`config.mk`:
```
export PLATFORM = sky130hd
export DESIGN_NAME = bb3_lane
export DESIGN_NICKNAME = d
export VERILOG_FILES = /design/src/rtl/box_blur_3x3_edge_clipped_macros.svh /design/src/rtl/bb3_pkg.sv /design/src/rtl/bb3_lane.sv
export SDC_FILE = /design/constraint.sdc
export NUM_CORES = 1
export LEC_CHECK = 0
export BUFFER_PORTS_ARGS = -buffer_cell sky130_fd_sc_hd__buf_2
export CELL_PAD_IN_SITES_DETAIL_PLACEMENT = 1
export CELL_PAD_IN_SITES_GLOBAL_PLACEMENT = 2
export CORE_MARGIN = 2
export CORE_UTILIZATION = 38
export DETAILED_ROUTE_END_ITERATION = 7
export PLACE_DENSITY_LB_ADDON = 0.1
export SKIP_CTS_REPAIR_TIMING = 1
export SLEW_MARGIN = 20
export SYNTH_ARGS = -nofsm -noshare
export SYNTH_HDL_FRONTEND = slang
export SYNTH_SLANG_ARGS = --single-unit
```
`constraint.sdc`:
```
create_clock -name clk -period 11.9 [get_ports clk]
set_clock_uncertainty 0.2 [all_clocks]
set_input_delay 0.595 -clock clk [delete_from_list [all_inputs] [get_ports clk]]
set_output_delay 0.595 -clock clk [all_outputs]
set_load 0.02 [all_outputs]
```
`src/rtl/box_blur_3x3_edge_clipped_macros.svh`:
```
// Assertion macros for the 3x3 box blur block.
// Used by the top level; expects signals named clk and rst_n in the including scope.
`ifndef BOX_BLUR_3X3_EDGE_CLIPPED_MACROS_SVH
`define BOX_BLUR_3X3_EDGE_CLIPPED_MACROS_SVH
`ifndef SYNTHESIS
// Check that holds in the same cycle as its trigger.
`define BB3_ASSERT_SAME(label, ante, cons) \
    label: assert property (@(posedge clk) disable iff (!rst_n) (ante) |-> (cons)) \
        else $error("box blur same-cycle check failed");
// Check that holds in the cycle after its trigger.
`define BB3_ASSERT_NEXT(label, ante, cons) \
    label: assert property (@(posedge clk) disable iff (!rst_n) (ante) |=> (cons)) \
        else $error("box blur next-cycle check failed");
`else
`define BB3_ASSERT_SAME(label, ante, cons)
`define BB3_ASSERT_NEXT(label, ante, cons)
`endif
`endif

```
`src/rtl/bb3_pkg.sv`:
```
// Shared types, sizes and constants for the 3x3 box blur block.
// No dependencies; imported by every module of the block.
`default_nettype none

package bb3_pkg;

    // Frame limits and derived counter widths.
    localparam int MAX_WIDTH  = 2048;
    localparam int MAX_HEIGHT = 2048;
    localparam int COL_W = (MAX_WIDTH > 1) ? $clog2(MAX_WIDTH) : 1;
    localparam int ROW_W = (MAX_HEIGHT > 1) ? $clog2(MAX_HEIGHT) : 1;

    // Configuration port.
    localparam int CFG_W     = 12;
    localparam int CFG_IDX_W = 2;
    localparam logic [CFG_IDX_W-1:0] REG_FRAME_WIDTH  = CFG_IDX_W'(0);
    localparam logic [CFG_IDX_W-1:0] REG_FRAME_HEIGHT = CFG_IDX_W'(1);
    localparam logic [CFG_W-1:0] FRAME_WIDTH_RESET  = CFG_W'(640);
    localparam logic [CFG_W-1:0] FRAME_HEIGHT_RESET = CFG_W'(480);

    // Pixel and window geometry.
    localparam int CH_W     = 8;
    localparam int LANES    = 3;
    localparam int PIX_W    = CH_W * LANES;
    localparam int WIN_TAPS = 9;

    // Lane arithmetic: sum of up to nine taps, then (2*sum + n) / (2*n).
    localparam int SUM_W       = 12;
    localparam int T_W         = SUM_W + 1;
    localparam int COUNT_W     = 4;
    localparam int RECIP_SHIFT = 18;
    localparam int RECIP_W     = 18;
    localparam int PROD_W      = T_W + RECIP_W;

    // Reciprocals of 2*n, rounded up, scaled by 2^RECIP_SHIFT.
    localparam logic [RECIP_W-1:0] RECIP_1 = RECIP_W'((2**RECIP_SHIFT + 1) / 2);
    localparam logic [RECIP_W-1:0] RECIP_2 = RECIP_W'((2**RECIP_SHIFT + 3) / 4);
    localparam logic [RECIP_W-1:0] RECIP_3 = RECIP_W'((2**RECIP_SHIFT + 5) / 6);
    localparam logic [RECIP_W-1:0] RECIP_4 = RECIP_W'((2**RECIP_SHIFT + 7) / 8);
    localparam logic [RECIP_W-1:0] RECIP_6 = RECIP_W'((2**RECIP_SHIFT + 11) / 12);
    localparam logic [RECIP_W-1:0] RECIP_9 = RECIP_W'((2**RECIP_SHIFT + 17) / 18);

    typedef logic [PIX_W-1:0] pix_t;
    typedef logic [WIN_TAPS-1:0][CH_W-1:0] taps_t;

    // One window column as it leaves the line store.
    typedef struct packed {
        pix_t cur;
        pix_t up1;
        pix_t up2;
    } column_t;

    // Position flags of the output pixel that an item produces.
    typedef struct packed {
        logic has_out;
        logic at_top;
        logic at_bottom;
        logic at_left;
        logic at_right;
        logic last;
    } pos_t;

    // Control from the window stage into every lane.
    typedef struct packed {
        logic                 load;
        logic [WIN_TAPS-1:0]  keep;
        logic [COUNT_W-1:0]   count;
    } lane_ctl_t;

    // Scaled reciprocal for a neighbour count.
    function automatic logic [RECIP_W-1:0] bb3_recip(input logic [COUNT_W-1:0] count);
        logic [RECIP_W-1:0] r;
        case (count)
            COUNT_W'(1): r = RECIP_1;
            COUNT_W'(2): r = RECIP_2;
            COUNT_W'(3): r = RECIP_3;
            COUNT_W'(4): r = RECIP_4;
            COUNT_W'(6): r = RECIP_6;
            COUNT_W'(9): r = RECIP_9;
            default:     r = '0;
        endcase
        return r;
    endfunction

endpackage

`default_nettype wire

```
`src/rtl/bb3_lane.sv`:
```
// One color lane: masked sum of the nine window taps and the rounded mean.
// Depends on bb3_pkg for widths, the tap type and the lane control struct.
`default_nettype none

module bb3_lane (
    input  logic                        clk,
    input  bb3_pkg::lane_ctl_t          ctl,
    input  bb3_pkg::taps_t              taps,
    input  logic [bb3_pkg::RECIP_W-1:0] recip,
    output logic [bb3_pkg::CH_W-1:0]    mean
);
    import bb3_pkg::*;

    logic [SUM_W-1:0]  sum;
    logic [T_W-1:0]    t_next;
    logic [T_W-1:0]    t_reg;
    logic [PROD_W-1:0] prod;

    // Sum of the taps that lie inside the frame, plus the rounding term.
    always_comb
    begin
        sum = '0;
        for (int i = 0; i < WIN_TAPS; i++)
        begin
            if (ctl.keep[i])
            begin
                sum = sum + SUM_W'(taps[i]);
            end
        end
        t_next = {sum, 1'b0} + T_W'(ctl.count);
    end

    always_ff @(posedge clk)
    begin
        if (ctl.load)
        begin
            t_reg <= t_next;
        end
    end

    // Division by 2*n as a multiply by its scaled reciprocal.
    assign prod = PROD_W'(t_reg) * PROD_W'(recip);
    assign mean = prod[RECIP_SHIFT +: CH_W];

endmodule

`default_nettype wire

```
Yosys cells after proc, flatten, opt, wreduce, memory -nomap -nowiden
Cells that the tools add are included.

word-level totals
  register bits after elaboration = 13
  latch bits = 0
  bits in writable memories = 0
  bits in read-only memories = 0
  input bits = 105
  memories = 0

operators by class
  add/sub/neg operators = 9
  $mul = 1
  div/mod/pow operators = 0
  magnitude comparators = 0
  equal/unequal tests = 0
  shift operators = 0
  muxes and demuxes = 9
  bitwise logic cells = 0
  reductions and logical operators = 0

operator list
  cell                          number
  adder 12 x 8 -> 12 bit        8
  two-way mux 12 bit            8
  multiplier 13 x 18 -> 26 bit  1
  adder 13 x 4 -> 13 bit        1
  two-way mux 8 bit             1

Depth between registers and ports, before layout
  depth in word-level cells = 18
  gate-level depth with buffers = 54
  gate-level depth less buffers = 53

Least setup slack after synthesis
No wires, ideal clock.

  kind = input -> register
  start point = input port ctl[4] in the netlist's numbering
  end point = register t_reg[12], data pin
  library setup time = 260 ps
  data arrival time = 9,266 ps
  required time = 11,440 ps
  slack = 2,174 ps
  stages = 51
  cell sequence = buf_4 and2_1 ha_1 inv_1 fa_1 a211o_1 and4_1 nor3_1 inv_1 ha_1 o21ai_0 or2_1 and3_1 o21bai_1 ha_1 o21ai_1 a21oi_2 a21oi_1 (+15 left out) mux2_2 ha_1 a21boi_0 nor2_1 mux2_2 ha_1 inv_1 a21oi_1 o21ai_0 nand2_1 and2_1 o21a_1 o21ai_0 o21ai_0 mux2i_1 nand2b_1 o221ai_1 xnor2_1

on the way
  longest elaborated chain between the ends = 18

RTL lines
  item                      line            RTL
  start, declared           bb3_lane.sv:7   input bb3_pkg::lane_ctl_t ctl,
  two-way mux 8 bit *       bb3_lane.sv:25  if (ctl.keep[i])
  adder 12 x 8 -> 12 bit    bb3_lane.sv:27  sum = sum + SUM_W'(taps[i]);
  two-way mux 12 bit *      bb3_lane.sv:25
  adder 12 x 8 -> 12 bit    bb3_lane.sv:27
  two-way mux 12 bit *      bb3_lane.sv:25
  adder 12 x 8 -> 12 bit    bb3_lane.sv:27
  two-way mux 12 bit *      bb3_lane.sv:25
  adder 12 x 8 -> 12 bit    bb3_lane.sv:27
  (+3 left out)             --
  adder 12 x 8 -> 12 bit    bb3_lane.sv:27
  two-way mux 12 bit *      bb3_lane.sv:25
  adder 12 x 8 -> 12 bit    bb3_lane.sv:27
  two-way mux 12 bit *      bb3_lane.sv:25
  adder 12 x 8 -> 12 bit    bb3_lane.sv:27
  two-way mux 12 bit *      bb3_lane.sv:25
  adder 13 x 4 -> 13 bit *  bb3_lane.sv:30  t_next = {sum, 1'b0} + T_W'(ctl.count);
  via t_next[12]            bb3_lane.sv:15  logic [T_W-1:0] t_next;
  end signal, assigned      bb3_lane.sv:37  t_reg <= t_next;
  end, declared             bb3_lane.sv:16  logic [T_W-1:0] t_reg;

The timed path passes the listed nets; every way through them passes the cells marked *.
A chain may end at the register's enable or synchronous reset.

Worst setup path in the final report
Same ends and word-level chain as after synthesis.

==> results.cfg <==
[placement]
dp.final_hpwl_um = 25700
place_inst = 1758
gp_congestion = 0.821
portBuffers = 112

[timing]
tns_ps = 0
final.min_clock_period_ps = 10770
fin_crit_sh = 0.905
tightest_slew_ps = 918
drv_slew = 0
max_freq_mhz = 92.8
hold_violations = 0
setup_viol = 0
relSlewSlack = 0.388
rsz0062_at_grt = no

[routing]
wl_um = 30600
avgViaCountPerCell = 5.15
num_vias = 9068
drt_iter0_markers = 276
ant_nets = 0
firstDrtPassIters = 4
wl_per_cell_um = 17.3
drc_errors = 0

[floorplan]
die_h_um = 174
rows = 62
initial_core_util = 0.384
floorplan.die_area_mm2 = 0.0302
core-area_mm2 = 0.0285
num_io_pins = 113
dieWidth_um = 174

[layout]
fin_cells = 1762
largest_register_ffs = 13
antenna_cells = 0
syn2layout_area_growth_pct = 8.58
drive_above_1_share = 0.124
nets = 1778

[grt]
grt_overflow_total = 0
grt_pass1_wl_um = 52300
grt_use_total = 0.213
antenna_found_initial = 0
grt_start_max_net_pins = 21
grt_pass1_vias = 10119

[synthesis]
ys_ff_latch = 13
synth_ff_type = edfxtp_1
synth_area_leader_cell = fa_1
synth_area_leaders = fa_1 (32%), ha_1 (13%), inv_1 (7.1%), nand2_1 (6.9%), and2_1 (4.7%)
yosys-top-cells-count = inv_1 (207), nand2_1 (202), fa_1 (176)
ys_types = 84
synth-edff-count = 13
yosys.area.top_type_share = 0.321
postSynthCellCount = 1309
yosys_warnings = 0
ys_seq_area_frac = 0.0356
async_flop_share = 0
post_synth.cell_area_avg_um2 = 8.38
syn_area_mm2 = 0.0110
yosys.cell_count.top_type = inv_1
syn-num-nets = 1708

[clock_tree]
cts_tree = built
htreeDepth = 1
clk_pin_slew_ps = 40
cts_sinks = 13
clockBufferDepth = 2
clockRootBuffer = clkbuf_16
cts_buffers = 3

[worst_setup_path]
required_ps = 11680
cpMaxStageDelayCell = fa_1
worst_setup_path_start_kind = input pin
cp.arrival_ps = 10560
max_stage_delay_ps = 400
crit_top_cell = ha_1
cp_max_fo = 10
critPathKind = input pin to flop
cp-end-kind = flop

[status]
status = finished, final reports clean

[hold_path]
hold_path_class = input pin to flop

[run]
cap_viol_max_count = 0
-- final cells by class --
type	count	area [um^2]
flip-flops and latches	13	390
well taps	384	480
multi-input cells	1039	9600
inverters	207	777
fillers	3526	16600
repair buffers	115	583
clock buffers	4	78.8
-- path summary, 6_finish.rpt --
check / start / to / slack, ps / depth (start not counted)
worst max-delay path: ctl[4] / t_reg[12]$_DFFE_PP_ / 1130 / 53
worst min-delay path: ctl[0] / t_reg[0]$_DFFE_PP_ / 330 / 1
-- critical path, delay by kind of cell --
family                     cells  cell delay (ps)
AOI/OAI and AO/OA             22             3770
adders and majority gates      9             2960
and+or+nand+nor               12             1740
xor gates and xnor gates       5              760
muxes                          2              400
buffers and inverters          3              300
-- logic make-up after synthesis --
| family | synth area share |
|---|---|
| simple gates | 0.181 |
| xor+xnor | 0.0626 |
| compound gates | 0.146 |
| fa+ha+maj | 0.457 |
| flops | 0.0356 |
| buf+inv | 0.0892 |
| mux | 0.0285 |
-- per-layer routing --
| layer | up-vias | wire length (um) | GRT usage |
|---|---|---|---|
| met3 | 15 | 550 | 0.00614 |
| met1 | 4567 | 14400 | 0.294 |
| met4 | 0 | 297 | 0.0263 |
| met5 | - | 0 | 0 |
| li1 | 4375 | - | - |
| met2 | 111 | 15300 | 0.382 |
-- per-stage QoR --
step	util	hold WS, ps	instance area (um^2)	setup WS, ps
floorplan	-	494	11000	2170
global placement	0.414	581	11800	1170
detailed placement	0.414	575	11800	851
CTS	0.417	330	11900	1070
global route	0.417	327	11900	279
finish	0.417	333	11900	1130
-- placed cells by master (no fill, tap or decap), types with 13 or more instances in the layout --
cell	count
xor2_1	17
fa_1	176
o21ai_0	47
xnor2_1	44
buf_2	112
nand2_1	202
inv_1	207
nor2_1	47
o21a_1	15
a21oi_1	55
nand2b_1	13
ha_1	118
edfxtp_1	13
nand3_1	16
a21o_1	24
mux2_2	18
and2_1	83
Power is not shown: default switching activity piles up to over one toggle a cycle in this logic, so the estimate is an artifact.
