==> src/rtl/box_blur_3x3_edge_clipped_macros.svh <==
// Assertion macros for the 3x3 box blur block.
// Used by the top level; expects signals named clk and rst_n in the including scope.
`ifndef BOX_BLUR_3X3_EDGE_CLIPPED_MACROS_SVH
`define BOX_BLUR_3X3_EDGE_CLIPPED_MACROS_SVH
`ifndef SYNTHESIS
// Check that holds in the same cycle as its trigger.
`define BB3_ASSERT_SAME(label, ante, cons) \
    label: assert property (@(posedge clk) disable iff (!rst_n) (ante) |-> (cons)) \
        else $error("box blur same-cycle check failed");
// Check that holds in the cycle after its trigger.
`define BB3_ASSERT_NEXT(label, ante, cons) \
    label: assert property (@(posedge clk) disable iff (!rst_n) (ante) |=> (cons)) \
        else $error("box blur next-cycle check failed");
`else
`define BB3_ASSERT_SAME(label, ante, cons)
`define BB3_ASSERT_NEXT(label, ante, cons)
`endif
`endif

==> src/rtl/bb3_pkg.sv <==
// Shared types, sizes and constants for the 3x3 box blur block.
// No dependencies; imported by every module of the block.
`default_nettype none

package bb3_pkg;

    // Frame limits and derived counter widths.
    localparam int MAX_WIDTH  = 2048;
    localparam int MAX_HEIGHT = 2048;
    localparam int COL_W = (MAX_WIDTH > 1) ? $clog2(MAX_WIDTH) : 1;
    localparam int ROW_W = (MAX_HEIGHT > 1) ? $clog2(MAX_HEIGHT) : 1;

    // Configuration port.
    localparam int CFG_W     = 12;
    localparam int CFG_IDX_W = 2;
    localparam logic [CFG_IDX_W-1:0] REG_FRAME_WIDTH  = CFG_IDX_W'(0);
    localparam logic [CFG_IDX_W-1:0] REG_FRAME_HEIGHT = CFG_IDX_W'(1);
    localparam logic [CFG_W-1:0] FRAME_WIDTH_RESET  = CFG_W'(640);
    localparam logic [CFG_W-1:0] FRAME_HEIGHT_RESET = CFG_W'(480);

    // Pixel and window geometry.
    localparam int CH_W     = 8;
    localparam int LANES    = 3;
    localparam int PIX_W    = CH_W * LANES;
    localparam int WIN_TAPS = 9;

    // Lane arithmetic: sum of up to nine taps, then (2*sum + n) / (2*n).
    localparam int SUM_W       = 12;
    localparam int T_W         = SUM_W + 1;
    localparam int COUNT_W     = 4;
    localparam int RECIP_SHIFT = 18;
    localparam int RECIP_W     = 18;
    localparam int PROD_W      = T_W + RECIP_W;

    // Reciprocals of 2*n, rounded up, scaled by 2^RECIP_SHIFT.
    localparam logic [RECIP_W-1:0] RECIP_1 = RECIP_W'((2**RECIP_SHIFT + 1) / 2);
    localparam logic [RECIP_W-1:0] RECIP_2 = RECIP_W'((2**RECIP_SHIFT + 3) / 4);
    localparam logic [RECIP_W-1:0] RECIP_3 = RECIP_W'((2**RECIP_SHIFT + 5) / 6);
    localparam logic [RECIP_W-1:0] RECIP_4 = RECIP_W'((2**RECIP_SHIFT + 7) / 8);
    localparam logic [RECIP_W-1:0] RECIP_6 = RECIP_W'((2**RECIP_SHIFT + 11) / 12);
    localparam logic [RECIP_W-1:0] RECIP_9 = RECIP_W'((2**RECIP_SHIFT + 17) / 18);

    typedef logic [PIX_W-1:0] pix_t;
    typedef logic [WIN_TAPS-1:0][CH_W-1:0] taps_t;

    // One window column as it leaves the line store.
    typedef struct packed {
        pix_t cur;
        pix_t up1;
        pix_t up2;
    } column_t;

    // Position flags of the output pixel that an item produces.
    typedef struct packed {
        logic has_out;
        logic at_top;
        logic at_bottom;
        logic at_left;
        logic at_right;
        logic last;
    } pos_t;

    // Control from the window stage into every lane.
    typedef struct packed {
        logic                 load;
        logic [WIN_TAPS-1:0]  keep;
        logic [COUNT_W-1:0]   count;
    } lane_ctl_t;

    // Scaled reciprocal for a neighbour count.
    function automatic logic [RECIP_W-1:0] bb3_recip(input logic [COUNT_W-1:0] count);
        logic [RECIP_W-1:0] r;
        case (count)
            COUNT_W'(1): r = RECIP_1;
            COUNT_W'(2): r = RECIP_2;
            COUNT_W'(3): r = RECIP_3;
            COUNT_W'(4): r = RECIP_4;
            COUNT_W'(6): r = RECIP_6;
            COUNT_W'(9): r = RECIP_9;
            default:     r = '0;
        endcase
        return r;
    endfunction

endpackage

`default_nettype wire

==> src/rtl/bb3_merge.sv <==
// Output stage that joins the three lane means and the frame end flag into one beat.
// Depends on bb3_pkg for the channel width and lane count.
`default_nettype none

module bb3_merge (
    input  logic                                    clk,
    input  logic                                    rst_n,
    input  logic                                    load,
    input  logic [bb3_pkg::LANES-1:0][bb3_pkg::CH_W-1:0] means,
    input  logic                                    last,
    input  logic                                    out_ready,
    output logic                                    ready,
    output logic                                    out_valid,
    output logic [bb3_pkg::CH_W-1:0]                red_out,
    output logic [bb3_pkg::CH_W-1:0]                green_out,
    output logic [bb3_pkg::CH_W-1:0]                blue_out,
    output logic                                    frame_end
);
    import bb3_pkg::*;

    logic            valid_reg;
    logic [CH_W-1:0] red_reg;
    logic [CH_W-1:0] green_reg;
    logic [CH_W-1:0] blue_reg;
    logic            end_reg;

    // The register takes a new beat when empty or when its beat leaves.
    assign ready = !valid_reg || out_ready;

    always_ff @(posedge clk or negedge rst_n)
    begin
        if (!rst_n)
        begin
            valid_reg <= 1'b0;
        end
        else if (load)
        begin
            valid_reg <= 1'b1;
        end
        else if (out_ready)
        begin
            valid_reg <= 1'b0;
        end
    end

    // Lane 0 is red, lane 1 green, lane 2 blue.
    always_ff @(posedge clk)
    begin
        if (load)
        begin
            red_reg   <= means[0];
            green_reg <= means[1];
            blue_reg  <= means[2];
            end_reg   <= last;
        end
    end

    assign out_valid = valid_reg;
    assign red_out   = red_reg;
    assign green_out = green_reg;
    assign blue_out  = blue_reg;
    assign frame_end = end_reg;

endmodule

`default_nettype wire

==> config.mk <==
export PLATFORM = sky130hd
export DESIGN_NAME = bb3_merge
export DESIGN_NICKNAME = d
export VERILOG_FILES = /design/src/rtl/box_blur_3x3_edge_clipped_macros.svh /design/src/rtl/bb3_pkg.sv /design/src/rtl/bb3_merge.sv
export SDC_FILE = /design/constraint.sdc
export NUM_CORES = 1
export LEC_CHECK = 0
export BUFFER_PORTS_ARGS = -buffer_cell sky130_fd_sc_hd__buf_2
export CORE_ASPECT_RATIO = 0.7
export CORE_MARGIN = 1.5
export CORE_UTILIZATION = 36
export CTS_CLUSTER_SIZE = 12
export DETAILED_ROUTE_END_ITERATION = 8
export GPL_TIMING_DRIVEN = 0
export MAX_ROUTING_LAYER = met4
export PLACE_DENSITY = 0.72
export SYNTH_ARGS = -nofsm -noshare
export SYNTH_HDL_FRONTEND = slang
export SYNTH_SLANG_ARGS = --single-unit
==> constraint.sdc <==
create_clock -name clk -period 0.8 [get_ports clk]
set_input_delay 0.12 -clock clk [delete_from_list [all_inputs] [get_ports clk]]
set_output_delay 0.12 -clock clk [all_outputs]
set_load 0.1 [all_outputs]
After elaboration in Yosys (flattened, before gate mapping)
Cells that the tools add are included.

Mux-type cells: 2. Reductions and logical operators: 3.

Operator list (number): two-way mux 1 bit (2); nonzero test 2 bit (1); logical NOT 1 bit (1); logical OR 1 bit (1).

Register bits: 26. Logic and storage cells: 10. Input port bits: 29. Output and inout bits: 27.

Depth between registers and ports, before layout
Depth in word-level cells: 2. Depth in mapped cells: 2. Gate-level depth less buffers: 2.

Worst setup path after synthesis
OpenSTA, ideal clock, no wires.

Path type: flip-flop to flip-flop. From: register, netlist name out_valid. To: register valid_reg (netlist: out_valid). Data arrival time: 1.454 ns. Slack: -0.729 ns. Cell stages (with the launch flop): 3. Period minus slack after synthesis: 1.529 ns. Required time: 0.725 ns. Library setup time: 0.075 ns. Path buffers: 0. Cells stage by stage: dfrtp_1 > nand2b_4 > nand2b_2.

RTL lines: to (signal assigned) (line bb3_merge.sv:34) `valid_reg <= 1'b0;`; to (signal assigned) (line bb3_merge.sv:38) `valid_reg <= 1'b1;`; to (signal assigned) (line bb3_merge.sv:42) `valid_reg <= 1'b0;`; to (decl) (line bb3_merge.sv:21) `logic valid_reg;`.

Worst setup path in the final report
From: register valid_reg (netlist: out_valid). To: output port ready.

Word-level cells in the longest chain between the ends: 2.

RTL lines: logical NOT 1 bit (line bb3_merge.sv:28) `assign ready = !valid_reg || out_ready;`; logical OR 1 bit (line bb3_merge.sv:28); to (decl) (line bb3_merge.sv:12) `output logic ready,`.

No other way between the ends.

==> implementation parameters <==
Parameter                              Value

Status
  Run status ... finished, violations left
  Violated checks ... negative setup slack

Power
  Peak supply drop ... 1.65 mV
  Total chip power ... 3.42 mW
  Sequential power share ... 48.7%
  Proportion of power drawn by combinational gates ... 36.1%
  PD cells ... 2150 nW/µm²
  Fraction of power consumed by the clock network ... 15.2%
  Switching power of the nets ... 1.27 mW
  Internal Pwr Total ... 2.14 mW
  Leakage power figure ... 0.677 nW
  Switching power as a share of total power ... 37.3%

Synth
  Instance count of the mapped netlist ... 28
  Net Count, Synth ... 57
  Synthesized-area fraction occupied by ao, oa, aoi and oai cells ... 0%
  Unique cell type count in the Yosys netlist ... 4
  Number of warnings printed during yosys synthesis ... 0
  Netlist Area Pre-Place ... 798 µm²
  Top post-synthesis cells by area ... edfxtp_1 94%, dfrtp_1 3.1%, nand2b_4 1.7%
  Proportion of synthesized area in mux cells ... 0%
  Synthesized-area fraction occupied by and/or/nand/nor cells ... 2.82%
  Cell type with the highest aggregate area in the netlist ... edfxtp_1
  Area share of the largest cell type after synthesis ... 94.0%
  Synthesized area divided by synthesized cell count ... 28.5 µm²
  Flip-flop and latch count after synthesis ... 26
  Share of synthesized area occupied by flip-flops and latches ... 97.2%
  Main combinational cell family by area after synthesis ... simple AND/OR/NAND/NOR gates
  Post-synthesis xor/xnor area fraction ... 0%
  Area share of fa/ha/maj cells after synthesis ... 0%

CTS
  Total clock sinks ... 26
  Number of buffers added by the clock tree synthesis step ... 3
  Number of H-tree levels ... 1
  Source-to-sink clock delay at the later pin of the worst-skew pair ... 300 ps
  Clock-pin slew of the registers on the worst-case setup and hold paths ... 120 ps
  Deepest clock path buffer count ... 2
  Cell chosen for the clock root ... clkbuf_4
  CTS tree ... built

STA
  Final setup margin ... -392 ps
  Final Hold Vio Count ... 0
  Final critical-path share of the clock period ... 149%
  Setup repair after global routing missed its margin ... yes
  Clock period minus worst slack ... 1190 ps
  Fin Hold WS ... 98.2 ps
  Worst-Margin Slew ... 543 ps
  Worst-case headroom to the max-slew limit ... 63.8%
  Number of pins with negative max-slew slack in the final report ... 0
  Max Freq ... 839 MHz
  Final total negative setup slack ... -6530 ps
  Post-route clock skew ... 0 ps
  Count of final setup violators ... 28

Route
  Post-route DRC ... 0
  Via-per-instance ratio ... 3.89
  Routed wirelength normalized by instance count ... 10.7 µm
  Iter 0 DRT Violations ... 8
  Total Wirelength ... 1560 µm
  Residual antenna-violating net count after detailed routing ... 0
  Via count ... 568
  Iteration count of the initial detailed-routing pass ... 4

Place
  Minimum setup slack after placement ... -293 ps
  Placed Area ... 1120 µm²
  Number of I/O port buffers ... 55
  RePlAce Congestion ... 0.597
  Count of placed standard cells including taps ... 115

Critical path
  Arrival time reported for the critical path endpoint ... 1070 ps
  RR Startpoint ... out_valid$_DFFE_PN0P_
  Data required time at the worst endpoint ... 680 ps
  Worst flop-to-flop path endpoint ... out_valid$_DFFE_PN0P_
  CP endpoint kind ... primary output
  Max Fanout on Critical Path ... 2
  Critical setup path kind ... flop to primary output
  Start point of the critical path ... out_valid$_DFFE_PN0P_
  List of cells traversed by the critical path ... nand2b_4, buf_12
  Worst-case reg-to-reg path depth ... 3
  Type of origin of the critical path ... flop
  Largest incremental delay on the critical path ... 510 ps
  Slack of the worst reg-to-reg path ... -50 ps
  Slowest cell on the critical path ... dfrtp_4
  Worst Setup EP ... ready

GRT
  Vias in the first global route ... 612
  All-layer global routing usage ... 14.8%
  Global-route wire length before repair ... 2560 µm
  Overflow left after global routing ... 0
  Number of antenna violations at the first check in global routing ... 0
  Largest net degree at the start of global routing ... 27

Cells and area
  Footprint of the multi-input gates ... 27.5 µm²
  Sequential cell area ... 779 µm²
  Leading cell type in the layout, fill and taps excluded ... buf_2
  Non-filler cells, final ... 146
  Filler cell count in the final layout ... 137
  Leading cell types in the layout, fill and taps excluded ... 28 x buf_2, 26 x dlygate4sd3_1, 25 x edfxtp_1, 25 x buf_6, 3 x clkbuf_4
  Final design utilization ... 75.0%
  Layout cell share with drive strength beyond 1 ... 54.4%
  Final design area excluding fillers ... 1590 µm²
  Number of nets in the final layout ... 144
  Number of antenna cells inserted ... 0
  Area growth from synthesis to layout ... 99.2%

Floorplan
  Starting Density ... 37.7%
  Core ar. ... 2120 µm²
  Full die area ... 2510 µm²
  Vertical extent of the die ... 42.4 µm
  Standard-cell rows ... 14
  Top-Level Pins ... 56
  Width of the die ... 59.3 µm

Flow run
  Max-Cap Viols ... 0

Worst hold path
  Worst hold-check path type ... input port to async pin
## state kept, by name (all words and copies together) (netlist names)
signal	count
green_out	8
red_out	8
blue_out	8
out_valid	1
frame_end	1
## power groups by stage
stage	sequential (mW)	clock, mW	combinational [mW]
finish	1.66	0.520	1.23
global route	1.67	0.619	1.26
CTS	1.66	0.566	1.23
detailed placement	1.67	0	0.996
global placement	1.66	0	0.992
floorplan	2.44	0	0.0395
## synth_stat cells
master and number:
dfrtp_1 1, nand2b_4 1, edfxtp_1 25, nand2b_2 1
## worst max-delay path, delay by kind of cell, from the launching register on
family	cells	cell delay [ps]
buffers and inverters	1	170
flip-flops	1	510
AND/OR/NAND/NOR	1	90
## timing repair
item / CTS / global route
hold endpoints to repair: 26 / 0
setup endpoints to repair: 27 / 28
hold buffers: 26 / 0
buffers inserted: 1 / 0
gates resized for setup: 55 / 0
## worst min-delay path by stage
stage	start	to	slack (ps)	cells after the start
4_1_cts	rst_n	out_valid$_DFFE_PN0P_	90	2
3_3_place_gp	rst_n	out_valid$_DFFE_PN0P_	-110	1
5_1_grt	rst_n	out_valid$_DFFE_PN0P_	80	2
6_report	rst_n	out_valid$_DFFE_PN0P_	100	2
3_5_place_dp	rst_n	out_valid$_DFFE_PN0P_	-100	1
2_1_floorplan	rst_n	out_valid$_DFFE_PN0P_	-180	0
## cell type report
cell class,instances,area share [%]
timing repair buffer,82,45.1
clock buffer,3,1.42
tap,32,2.52
sequential,26,49.0
clock inverter,1,0.236
multi-input combinational,2,1.73
## per-layer routing
layer	vias up	routed length (µm)	global-route usage [%]
met2	22	966	28.6
met5	-	0	-
met3	2	71	4.63
met4	0	19	5.45
li1	283	-	-
met1	261	498	12.8
## cells by family (layout without fill, tap and decap cells)
kind of cell | count (synthesis) | count (layout)
buffers and inverters | 0 | 86
and+or+nand+nor | 2 | 2
DFF | 26 | 26
Power figures use the tool's default switching activity.
